--- src/sv/rsvc_pkg.sv ---
// ----------------------------------------------------------------------------
// rsvc_pkg
// Shared constants, register codes and stage types for the range sample
// validity check.
// ----------------------------------------------------------------------------
package rsvc_pkg;

    // field widths
    localparam int TIME_W  = 64;
    localparam int MM_W    = 18;
    localparam int TILT_W  = 16;
    localparam int ALPHA_W = 16;
    localparam int STALE_W = 24;
    localparam int CONT_W  = 22;
    localparam int HYST_W  = 24;

    // timing constants
    localparam int STUCK_WINDOW_US = 10000000;
    localparam int AGE_CAP_US      = 4000000;

    // age filter arithmetic
    localparam int ALPHA_ONE = 2 ** ALPHA_W;
    localparam int AGE_W     = $clog2(AGE_CAP_US + 1);
    // raw age is clamped to SAT_W bits: any clamped age with nonzero alpha
    // already drives the filter past the cap
    localparam int SAT_W     = AGE_W + ALPHA_W;
    localparam int LO_W      = SAT_W / 2;
    localparam int HI_W      = SAT_W - LO_W;
    localparam int PLO_W     = ALPHA_W + LO_W;
    localparam int PHI_W     = ALPHA_W + HI_W;
    localparam int MUL_W     = AGE_W + ALPHA_W + 1;
    localparam int ACC_W     = SAT_W + ALPHA_W + 1;

    // configuration port
    localparam int NUM_REGS = 8;
    localparam int IDX_W    = $clog2(NUM_REGS);
    localparam int APB_AW   = IDX_W + 2;
    localparam int APB_DW   = 32;

    localparam logic [STALE_W-1:0]       RST_STALE_LIMIT = STALE_W'(400000);
    localparam logic [CONT_W-1:0]        RST_CONT_LIMIT  = CONT_W'(2000000);
    localparam logic [HYST_W-1:0]        RST_HYST        = HYST_W'(1000000);
    localparam logic signed [TILT_W-1:0] RST_MIN_TILT    = TILT_W'(22938);
    localparam logic [MM_W-1:0]          RST_RANGE_MAX   = MM_W'(25000);
    localparam logic [MM_W-1:0]          RST_RANGE_MIN   = MM_W'(100);
    localparam logic [MM_W-1:0]          RST_GND_CLEAR   = MM_W'(100);
    localparam logic [MM_W-1:0]          RST_STUCK_SPRD  = MM_W'(100);

    typedef enum logic [IDX_W-1:0] {
        REG_STALE_LIMIT = 3'd0,
        REG_CONT_LIMIT  = 3'd1,
        REG_QUAL_HYST   = 3'd2,
        REG_MIN_TILT    = 3'd3,
        REG_RANGE_MAX   = 3'd4,
        REG_RANGE_MIN   = 3'd5,
        REG_GND_CLEAR   = 3'd6,
        REG_STUCK_SPRD  = 3'd7
    } t_reg_idx;

    typedef struct packed {
        logic [STALE_W-1:0]       stale_limit_us;
        logic [CONT_W-1:0]        continuity_limit_us;
        logic [HYST_W-1:0]        quality_hysteresis_us;
        logic signed [TILT_W-1:0] min_tilt_cosine;
        logic [MM_W-1:0]          range_max_mm;
        logic [MM_W-1:0]          range_min_mm;
        logic [MM_W-1:0]          ground_clearance_mm;
        logic [MM_W-1:0]          stuck_spread_mm;
    } t_cfg;

    // raw input item
    typedef struct packed {
        logic [TIME_W-1:0]        now_us;
        logic [TIME_W-1:0]        range_time_us;
        logic [MM_W-1:0]          range_mm;
        logic                     quality_zero;
        logic                     data_ready;
        logic signed [TILT_W-1:0] tilt_cosine;
        logic                     in_air;
        logic [ALPHA_W-1:0]       half_dt;
    } t_item;

    // item after age subtraction and alpha*age partial products
    typedef struct packed {
        logic [TIME_W-1:0]        now_us;
        logic [TIME_W-1:0]        range_time_us;
        logic [MM_W-1:0]          range_mm;
        logic                     quality_zero;
        logic                     data_ready;
        logic signed [TILT_W-1:0] tilt_cosine;
        logic                     in_air;
        logic [ALPHA_W-1:0]       half_dt;
        logic [PLO_W-1:0]         prod_lo;
        logic [PHI_W-1:0]         prod_hi;
        logic                     stale;
    } t_mid;

endpackage

--- src/sv/rsvc_regs.sv ---
// ----------------------------------------------------------------------------
// rsvc_regs
// APB register file holding the limits and thresholds of the checker.
// ----------------------------------------------------------------------------
module rsvc_regs
    import rsvc_pkg::*;
(
    input  logic              i_clk,
    input  logic              i_rst_n,
    input  logic              psel,
    input  logic              penable,
    input  logic              pwrite,
    input  logic [APB_AW-1:0] paddr,
    input  logic [APB_DW-1:0] pwdata,
    output logic [APB_DW-1:0] prdata,
    output logic              pready,
    output t_cfg              o_cfg
);

    t_cfg     r_cfg;
    t_reg_idx idx;
    logic     wr_en;

    assign idx    = t_reg_idx'(paddr[APB_AW-1:2]);
    assign wr_en  = psel && penable && pwrite;
    assign pready = 1'b1;
    assign o_cfg  = r_cfg;

    always_ff @(posedge i_clk) begin
        if (!i_rst_n) begin
            r_cfg.stale_limit_us        <= RST_STALE_LIMIT;
            r_cfg.continuity_limit_us   <= RST_CONT_LIMIT;
            r_cfg.quality_hysteresis_us <= RST_HYST;
            r_cfg.min_tilt_cosine       <= RST_MIN_TILT;
            r_cfg.range_max_mm          <= RST_RANGE_MAX;
            r_cfg.range_min_mm          <= RST_RANGE_MIN;
            r_cfg.ground_clearance_mm   <= RST_GND_CLEAR;
            r_cfg.stuck_spread_mm       <= RST_STUCK_SPRD;
        end else if (wr_en) begin
            unique case (idx)
                REG_STALE_LIMIT: r_cfg.stale_limit_us        <= pwdata[STALE_W-1:0];
                REG_CONT_LIMIT:  r_cfg.continuity_limit_us   <= pwdata[CONT_W-1:0];
                REG_QUAL_HYST:   r_cfg.quality_hysteresis_us <= pwdata[HYST_W-1:0];
                REG_MIN_TILT:    r_cfg.min_tilt_cosine       <= $signed(pwdata[TILT_W-1:0]);
                REG_RANGE_MAX:   r_cfg.range_max_mm          <= pwdata[MM_W-1:0];
                REG_RANGE_MIN:   r_cfg.range_min_mm          <= pwdata[MM_W-1:0];
                REG_GND_CLEAR:   r_cfg.ground_clearance_mm   <= pwdata[MM_W-1:0];
                REG_STUCK_SPRD:  r_cfg.stuck_spread_mm       <= pwdata[MM_W-1:0];
                default: ;
            endcase
        end
    end

    always_comb begin
        unique case (idx)
            REG_STALE_LIMIT: prdata = APB_DW'(r_cfg.stale_limit_us);
            REG_CONT_LIMIT:  prdata = APB_DW'(r_cfg.continuity_limit_us);
            REG_QUAL_HYST:   prdata = APB_DW'(r_cfg.quality_hysteresis_us);
            REG_MIN_TILT:    prdata = {{(APB_DW-TILT_W){r_cfg.min_tilt_cosine[TILT_W-1]}},
                                       r_cfg.min_tilt_cosine};
            REG_RANGE_MAX:   prdata = APB_DW'(r_cfg.range_max_mm);
            REG_RANGE_MIN:   prdata = APB_DW'(r_cfg.range_min_mm);
            REG_GND_CLEAR:   prdata = APB_DW'(r_cfg.ground_clearance_mm);
            REG_STUCK_SPRD:  prdata = APB_DW'(r_cfg.stuck_spread_mm);
            default:         prdata = '0;
        endcase
    end

endmodule

--- src/sv/rsvc_front.sv ---
// ----------------------------------------------------------------------------
// rsvc_front
// Input register and age stage: sample age, staleness test and the two
// alpha * age partial products for the age filter.
// ----------------------------------------------------------------------------
module rsvc_front
    import rsvc_pkg::*;
(
    input  logic  i_clk,
    input  logic  i_rst_n,
    input  logic  i_valid,
    output logic  o_stall,
    input  t_item i_item,
    input  t_cfg  i_cfg,
    output logic  o_mid_vld,
    input  logic  i_take,
    output t_mid  o_mid
);

    logic              r_in_vld;
    t_item             r_in;
    logic              r_mid_vld;
    t_mid              r_mid;
    t_mid              n_mid;
    logic              en_in;
    logic              en_mid;
    logic [TIME_W-1:0] age;
    logic [SAT_W-1:0]  sat;

    assign en_mid    = !r_mid_vld || i_take;
    assign en_in     = !r_in_vld || en_mid;
    assign o_stall   = !en_in;
    assign o_mid_vld = r_mid_vld;
    assign o_mid     = r_mid;

    always_comb begin
        age = r_in.now_us - r_in.range_time_us;
        sat = (|age[TIME_W-1:SAT_W]) ? '1 : age[SAT_W-1:0];

        n_mid.now_us        = r_in.now_us;
        n_mid.range_time_us = r_in.range_time_us;
        n_mid.range_mm      = r_in.range_mm;
        n_mid.quality_zero  = r_in.quality_zero;
        n_mid.data_ready    = r_in.data_ready;
        n_mid.tilt_cosine   = r_in.tilt_cosine;
        n_mid.in_air        = r_in.in_air;
        n_mid.half_dt       = r_in.half_dt;
        n_mid.prod_lo       = PLO_W'(r_in.half_dt) * PLO_W'(sat[LO_W-1:0]);
        n_mid.prod_hi       = PHI_W'(r_in.half_dt) * PHI_W'(sat[SAT_W-1:LO_W]);
        n_mid.stale         = age > TIME_W'(i_cfg.stale_limit_us);
    end

    always_ff @(posedge i_clk) begin
        if (!i_rst_n) begin
            r_in_vld  <= 1'b0;
            r_mid_vld <= 1'b0;
        end else begin
            if (en_in) begin
                r_in_vld <= i_valid;
            end
            if (en_mid) begin
                r_mid_vld <= r_in_vld;
            end
        end
    end

    always_ff @(posedge i_clk) begin
        if (en_in && i_valid) begin
            r_in <= i_item;
        end
        if (en_mid && r_in_vld) begin
            r_mid <= n_mid;
        end
    end

endmodule

--- src/sv/rsvc_core.sv ---
// ----------------------------------------------------------------------------
// rsvc_core
// Checker state and result register: age filter update, the ordered
// validity checks, stuck window tracking and ground clearance substitution.
// ----------------------------------------------------------------------------
module rsvc_core
    import rsvc_pkg::*;
(
    input  logic            i_clk,
    input  logic            i_rst_n,
    input  t_cfg            i_cfg,
    input  logic            i_mid_vld,
    output logic            o_take,
    input  t_mid            i_mid,
    output logic            o_valid,
    input  logic            i_stall,
    output logic            o_range_valid,
    output logic            o_range_stuck,
    output logic [MM_W-1:0] o_range_out_mm
);

    // state
    logic [AGE_W-1:0]  r_filt_age;
    logic              r_valid_flag;
    logic              r_stuck_flag;
    logic [TIME_W-1:0] r_bad_q_time;
    logic [TIME_W-1:0] r_win_start;
    logic [MM_W-1:0]   r_stuck_lo;
    logic [MM_W-1:0]   r_stuck_hi;

    logic [AGE_W-1:0]  n_filt_age;
    logic              n_valid_flag;
    logic              n_stuck_flag;
    logic [TIME_W-1:0] n_bad_q_time;
    logic [TIME_W-1:0] n_win_start;
    logic [MM_W-1:0]   n_stuck_lo;
    logic [MM_W-1:0]   n_stuck_hi;
    logic [MM_W-1:0]   n_range_out;

    // result register
    logic              r_out_vld;
    logic              r_range_valid;
    logic              r_range_stuck;
    logic [MM_W-1:0]   r_range_out;

    logic              en_out;
    logic              mid_fire;
    logic [ALPHA_W:0]  inv_alpha;
    logic [MUL_W-1:0]  decay;
    logic [ACC_W-1:0]  asat;
    logic [ACC_W-1:0]  acc;
    logic [SAT_W:0]    f_raw;
    logic [AGE_W-1:0]  f_cap;
    logic              cont_ok;
    logic              hyst_ok;
    logic              tilt_bad;
    logic              out_range;
    logic              win_over;
    logic              spread_big;
    logic              v;

    assign en_out         = !r_out_vld || !i_stall;
    assign mid_fire       = i_mid_vld && en_out;
    assign o_take         = en_out;
    assign o_valid        = r_out_vld;
    assign o_range_valid  = r_range_valid;
    assign o_range_stuck  = r_range_stuck;
    assign o_range_out_mm = r_range_out;

    // filtered age = (age_f*(1-alpha) + alpha*age + 1/2) >> 16, capped
    always_comb begin
        inv_alpha = (ALPHA_W+1)'(ALPHA_ONE) - {1'b0, i_mid.half_dt};
        decay     = MUL_W'(r_filt_age) * MUL_W'(inv_alpha);
        asat      = ACC_W'({i_mid.prod_hi, LO_W'(0)}) + ACC_W'(i_mid.prod_lo);
        acc       = ACC_W'(decay) + asat + ACC_W'(ALPHA_ONE / 2);
        f_raw     = acc[ACC_W-1:ALPHA_W];
        f_cap     = (f_raw > (SAT_W+1)'(AGE_CAP_US)) ? AGE_W'(AGE_CAP_US)
                                                      : f_raw[AGE_W-1:0];
    end

    always_comb begin
        cont_ok    = 32'(f_cap) < 32'(i_cfg.continuity_limit_us);
        hyst_ok    = (i_mid.now_us - r_bad_q_time) > TIME_W'(i_cfg.quality_hysteresis_us);
        tilt_bad   = $signed(i_mid.tilt_cosine) < $signed(i_cfg.min_tilt_cosine);
        out_range  = (i_mid.range_mm > i_cfg.range_max_mm) ||
                     (i_mid.range_mm < i_cfg.range_min_mm);
        win_over   = (i_mid.range_time_us - r_win_start) > TIME_W'(STUCK_WINDOW_US);
        spread_big = (r_stuck_hi > r_stuck_lo) &&
                     ((r_stuck_hi - r_stuck_lo) > i_cfg.stuck_spread_mm);
    end

    always_comb begin
        n_filt_age   = f_cap;
        n_valid_flag = r_valid_flag;
        n_stuck_flag = r_stuck_flag;
        n_bad_q_time = r_bad_q_time;
        n_win_start  = r_win_start;
        n_stuck_lo   = r_stuck_lo;
        n_stuck_hi   = r_stuck_hi;
        n_range_out  = i_mid.range_mm;
        v            = r_valid_flag;

        if (i_mid.stale) begin
            n_valid_flag = 1'b0;
        end else if ((r_valid_flag || cont_ok) && i_mid.data_ready) begin
            if (i_mid.quality_zero) begin
                n_bad_q_time = i_mid.now_us;
                v            = 1'b0;
            end else if (hyst_ok) begin
                v = 1'b1;
            end

            if (tilt_bad) begin
                v = 1'b0;
            end else if (out_range) begin
                // on the ground the clearance stands in for the sample
                if (i_mid.in_air) begin
                    v = 1'b0;
                end else begin
                    n_range_out = i_cfg.ground_clearance_mm;
                end
            end else begin
                if (win_over && i_mid.in_air) begin
                    if (spread_big) begin
                        n_win_start  = i_mid.range_time_us;
                        n_stuck_lo   = '0;
                        n_stuck_hi   = '0;
                        n_stuck_flag = 1'b0;
                    end else begin
                        if (i_mid.range_mm > r_stuck_hi) begin
                            n_stuck_hi = i_mid.range_mm;
                        end
                        if ((r_stuck_lo == '0) || (i_mid.range_mm < r_stuck_lo)) begin
                            n_stuck_lo = i_mid.range_mm;
                        end
                        n_stuck_flag = 1'b1;
                    end
                end else begin
                    n_win_start = i_mid.range_time_us;
                end
                v = v && !n_stuck_flag;
            end
            n_valid_flag = v;
        end
    end

    always_ff @(posedge i_clk) begin
        if (!i_rst_n) begin
            r_filt_age   <= '0;
            r_valid_flag <= 1'b0;
            r_stuck_flag <= 1'b0;
            r_bad_q_time <= '0;
            r_win_start  <= '0;
            r_stuck_lo   <= '0;
            r_stuck_hi   <= '0;
            r_out_vld    <= 1'b0;
        end else begin
            if (mid_fire) begin
                r_filt_age   <= n_filt_age;
                r_valid_flag <= n_valid_flag;
                r_stuck_flag <= n_stuck_flag;
                r_bad_q_time <= n_bad_q_time;
                r_win_start  <= n_win_start;
                r_stuck_lo   <= n_stuck_lo;
                r_stuck_hi   <= n_stuck_hi;
            end
            if (en_out) begin
                r_out_vld <= i_mid_vld;
            end
        end
    end

    always_ff @(posedge i_clk) begin
        if (mid_fire) begin
            r_range_valid <= n_valid_flag;
            r_range_stuck <= n_stuck_flag;
            r_range_out   <= n_range_out;
        end
    end

    a_age_capped: assert property (@(posedge i_clk) disable iff (!i_rst_n)
        r_filt_age <= AGE_W'(AGE_CAP_US))
        else $error("filtered age above cap");

    a_stale_drops_valid: assert property (@(posedge i_clk) disable iff (!i_rst_n)
        (mid_fire && i_mid.stale) |=> (!r_valid_flag && !o_range_valid))
        else $error("stale item left validity set");

    a_window_order: assert property (@(posedge i_clk) disable iff (!i_rst_n)
        r_stuck_lo <= r_stuck_hi)
        else $error("stuck window low above high");

    a_state_holds: assert property (@(posedge i_clk) disable iff (!i_rst_n)
        !mid_fire |=> ($stable(r_filt_age) && $stable(r_bad_q_time) &&
                       $stable(r_win_start)))
        else $error("checker state moved without an item");

endmodule

--- src/sv/range_sample_validity_check.sv ---
// ----------------------------------------------------------------------------
// range_sample_validity_check
// Range sample validity and stuck detection for a height estimator.
// ----------------------------------------------------------------------------
// Input channel: i_valid / o_stall with one estimator update per item.
// Output channel: o_valid / i_stall with one result item per input item
// (validity flag, stuck flag, distance after ground substitution).
// Limits and thresholds are set over the APB port, 32-bit registers at
// byte addresses 4*n; write them only while no item is in flight.
// An accepted item passes the input register and the age/product register
// into the result register, which raises o_valid. Throughput: one item per
// cycle while the receiver does not stall; the age filter and state update
// close within the result stage.
// A stalled receiver holds the result register; the two stages in front
// keep taking items until they are full, then o_stall rises.
// Reset (synchronous, active low) empties the pipeline, clears the filter,
// flags, timestamps and stuck window, and loads the default limits.
// ----------------------------------------------------------------------------
module range_sample_validity_check
    import rsvc_pkg::*;
(
    input  logic                     i_clk,
    input  logic                     i_rst_n,
    input  logic                     i_valid,
    output logic                     o_stall,
    input  logic [TIME_W-1:0]        i_now_us,
    input  logic [TIME_W-1:0]        i_range_time_us,
    input  logic [MM_W-1:0]          i_range_mm,
    input  logic                     i_quality_zero,
    input  logic                     i_data_ready,
    input  logic signed [TILT_W-1:0] i_tilt_cosine,
    input  logic                     i_in_air,
    input  logic [ALPHA_W-1:0]       i_half_dt,
    output logic                     o_valid,
    input  logic                     i_stall,
    output logic                     o_range_valid,
    output logic                     o_range_stuck,
    output logic [MM_W-1:0]          o_range_out_mm,
    input  logic                     psel,
    input  logic                     penable,
    input  logic                     pwrite,
    input  logic [APB_AW-1:0]        paddr,
    input  logic [APB_DW-1:0]        pwdata,
    output logic [APB_DW-1:0]        prdata,
    output logic                     pready
);

    t_cfg  cfg;
    t_item item;
    t_mid  mid;
    logic  mid_vld;
    logic  take;

    always_comb begin
        item.now_us        = i_now_us;
        item.range_time_us = i_range_time_us;
        item.range_mm      = i_range_mm;
        item.quality_zero  = i_quality_zero;
        item.data_ready    = i_data_ready;
        item.tilt_cosine   = i_tilt_cosine;
        item.in_air        = i_in_air;
        item.half_dt       = i_half_dt;
    end

    rsvc_regs u_regs (
        .i_clk   (i_clk),
        .i_rst_n (i_rst_n),
        .psel    (psel),
        .penable (penable),
        .pwrite  (pwrite),
        .paddr   (paddr),
        .pwdata  (pwdata),
        .prdata  (prdata),
        .pready  (pready),
        .o_cfg   (cfg)
    );

    rsvc_front u_front (
        .i_clk     (i_clk),
        .i_rst_n   (i_rst_n),
        .i_valid   (i_valid),
        .o_stall   (o_stall),
        .i_item    (item),
        .i_cfg     (cfg),
        .o_mid_vld (mid_vld),
        .i_take    (take),
        .o_mid     (mid)
    );

    rsvc_core u_core (
        .i_clk          (i_clk),
        .i_rst_n        (i_rst_n),
        .i_cfg          (cfg),
        .i_mid_vld      (mid_vld),
        .o_take         (take),
        .i_mid          (mid),
        .o_valid        (o_valid),
        .i_stall        (i_stall),
        .o_range_valid  (o_range_valid),
        .o_range_stuck  (o_range_stuck),
        .o_range_out_mm (o_range_out_mm)
    );

endmodule
--- config.mk ---
export PLATFORM = sky130hd
export DESIGN_NAME = range_sample_validity_check
export DESIGN_NICKNAME = d
export VERILOG_FILES = /design/src/sv/rsvc_pkg.sv /design/src/sv/rsvc_regs.sv /design/src/sv/rsvc_front.sv /design/src/sv/rsvc_core.sv /design/src/sv/range_sample_validity_check.sv
export SDC_FILE = /design/constraint.sdc
export NUM_CORES = 2
export LEC_CHECK = 0
export ABC_CLOCK_PERIOD_IN_PS = 42200
export BUFFER_PORTS_ARGS = -buffer_cell sky130_fd_sc_hd__buf_2
export CAP_MARGIN = 20
export CELL_PAD_IN_SITES_DETAIL_PLACEMENT = 0
export CELL_PAD_IN_SITES_GLOBAL_PLACEMENT = 1
export CORE_MARGIN = 2
export CORE_UTILIZATION = 30
export CTS_CLUSTER_DIAMETER = 120
export DETAILED_ROUTE_END_ITERATION = 12
export PLACE_DENSITY_LB_ADDON = 0.3
export SKIP_LAST_GASP = 1
export SYNTH_ARGS = -nofsm -noshare
export SYNTH_HDL_FRONTEND = slang
export SYNTH_HIERARCHICAL = 1
export SYNTH_SLANG_ARGS = --single-unit
--- constraint.sdc ---
create_clock -name i_clk -period 42.2 [get_ports i_clk]
set_input_delay 4.22 -clock i_clk [delete_from_list [all_inputs] [get_ports i_clk]]
set_output_delay 4.22 -clock i_clk [all_outputs]
set_load 0.02 [all_outputs]
==> flow_summary.yaml <==
outcome:
  status: "finished clean"
logic_synthesis:
  synthDistinctLibCells: 114
  syn_area_per_cell_sq_um: 8.93
  yosys_register_bits: 802
  syn_nets: 11100
  async_flop_share_pct: 0
  yosys_warnings: 6
  ys_seq_area_share_pct: 24.8
  synthesis.instances: 9282
  syn_area_sq_um: 82900
  synth-main-ff-cell: "edfxtp_1"
  synth_edf_count: 453
layout:
  layout_commonest_cell: "nand2_1"
  final_util_pct: 33.3
  final_cell_mix: "nand2_1, inv_1, fa_1, ha_1, edfxtp_1"
  fin_nets: 11100
  drive_gt1_share_pct: 7.48
  n_fill_cell: 28700
  register_area_sq_um: 20600
  design_area_sq_um: 91300
  syn_to_final_growth_pct: 10.2
  multi_input_area_sq_um: 55100
global_route:
  grt_max_degree: 188
  overflow: 0
  track_usage_pct: 20.1
  antenna_found_initial: 15
  grt_pass1_vias: 67100
  grt_pass1_wl_um: 428000
setup_path:
  path_class: "flop to flop"
  cp-start-kind: "flop"
  critPathMaxStageDelay_ps: 830
  cp_data_arrival_time_ps: 15470
  worstPathRequired_ps: 42750
  rr_worst_depth: 41
  worstPathMaxFanout: 22
  worstSetupEndpointType: "flop"
  cp_slowest_cell: "a2111oi_2"
detailed_routing:
  first_pass_iters: 6
  vias_per_cell: 5.05
  route.detailed.drc: 0
  routed_wl_um: 285000
  drt_iter0_markers: 4491
  antenna_left: 0
  routedWlPerCell_um: 21.8
  vias: 66100
placement:
  port_buffers: 268
  dp_slack_ps: 27270
  hpwlAfterDp_um: 224000
  gp_congestion: 0.906
  postPlaceCellArea_sq_um: 87600
clock_network:
  clk_path_buf_depth: 4
  path_clk_slew_ps: 60
  cts_resized: 0
  htreeDepth: 3
  numCtsBuffers: 106
  post_cts_buffers: 0
  clk_latency_ps: 870
  root_buffer: "clkbuf_16"
  cts_tree: "built"
  clock_sinks: 802
  cts_hold_buf: 0
die:
  start_util_pct: 30.2
  die_y_um: 530
  io_pins: 280
  dieArea_sq_um: 281000
  row_count: 192
  fp.coreArea_sq_um: 274000
  die_w_um: 530
worst_hold_path:
  hold_class: "flop to flop"
  whs_path_depth: 0
power:
  p_sw_share_pct: 50.3
  netSwitchingPower_w: 0.00415
  leakage_nw: 40.0
  p_total_w: 0.00824
  combPwrFrac_pct: 73.8
  ir_worst_vdd_uv: 243
  power_density_nw_per_um2: 90.3
  clkPwrFrac_pct: 11.4
  intPower_w: 0.00410
  pwr-share-seq_pct: 14.8
timing:
  max_slew_margin_pct: 18.1
  layout_setup_ws_ps: 27280
  fin_setup_tns_ps: 0
  drv_slew: 0
  rsz0062_at_grt: "no"
  skew_ps: 104
  fmax_ghz: 0.0670
  period_share_pct: 35.3
  hold_viol: 0
  worstMarginPinSlew_ps: 1220
  finalSetupViolCount: 0
  fin_crit_ps: 14920
run:
  max-cap-violations: 0
path summary, 6_finish.rpt:
kind                                    to          startpoint  slack [ps]
setup / recovery  u_core/o_range_out_mm[8]   u_front/o_mid[75]       27280
hold / removal          u_front/o_mid[112]  u_front/n_mid[112]         420
setup reg to reg  u_core/o_range_out_mm[8]   u_front/o_mid[75]       27280
hold reg to reg         u_front/o_mid[112]  u_front/n_mid[112]         420
metal layers:
metal | vias to the layer above | track usage, % | wire length [um]
li1 | 30900 | - | -
met1 | 33300 | 27.2 | 127000
met2 | 1549 | 33.6 | 136000
met3 | 321 | 2.00 | 13400
met4 | 8 | 6.25 | 9360
met5 | - | 0 | 57
cells in the mapped netlist, types with 107 or more instances:
cell	count	area, sq um
fa_1	830	16600
nand4_1	145	907
xnor2_1	140	1230
ha_1	725	9070
inv_1	1391	5220
edfxtp_1	453	13600
buf_2	108	541
a21o_1	147	1100
nand3_1	200	1000
dfxtp_1	349	6990
nor3_1	107	536
o21ai_0	295	1480
a21oi_1	419	2100
nand2_1	1405	5270
nor2_1	314	1180
and2_1	442	2770
nor2b_1	117	732
a21boi_0	154	1160
clkbuf_1	306	1150
worst max-delay path: cells and delay by family (launching register included):
family / cells / cell delay [ps]
AOI/OAI and AO/OA: 15 / 4870
xor gates and xnor gates: 1 / 150
adders and majority gates: 8 / 3900
buffers and inverters: 4 / 510
DFF: 1 / 420
muxes: 1 / 470
and+or+nand+nor: 12 / 4300
final cells by class:
| cell class | count | area share [%] |
|---|---|---|
| inverter | 1392 | 5.72 |
| antenna | 8 | 0.0219 |
| tap | 3686 | 5.05 |
| clock inverter | 63 | 0.736 |
| timing repair buffer | 367 | 2.43 |
| multi-input combinational | 6624 | 60.3 |
| sequential | 802 | 22.5 |
| clock buffer | 132 | 3.16 |
kinds of logic after synthesis:
family	Yosys count	share of synthesized area [%]
AND/OR/NAND/NOR	3084	18.3
buffers and inverters	1856	8.80
AO/OA/AOI/OAI	1676	13.5
adder cells (fa/ha/maj)	1555	31.0
flip-flops	802	24.8
XOR/XNOR	227	2.40
multiplexers	81	1.11
other	1	0.00452
sequential cells by signal (all words and copies together), names as in the netlist, 18 cells and up:
signal / count
u_front/o_mid: 252
u_core/r_stuck_lo: 18
u_core/r_filt_age: 22
u_core/r_bad_q_time: 64
u_core/r_win_start: 64
u_core/r_stuck_hi: 18
u_front/n_mid: 181
u_core/o_range_out_mm: 18
u_regs/o_cfg: 158
metrics by stage:
step,cells,hold slack (ps)
2_1_floorplan,9282,400
3_3_place_gp,12900,403
3_5_place_dp,12900,405
4_1_cts,13100,416
5_1_grt,13100,421
6_report,13100,415
power groups by stage:
stage / sequential (W) / clock, W / combinational, W
2_1_floorplan: 0.00121 / 0 / 0.00425
3_3_place_gp: 0.00124 / 0 / 0.00613
3_5_place_dp: 0.00124 / 0 / 0.00616
4_1_cts: 0.00122 / 0.000967 / 0.00621
5_1_grt: 0.00123 / 0.000994 / 0.00680
6_report: 0.00122 / 0.000936 / 0.00609
Note: power is estimated with default switching activity, not from simulation.
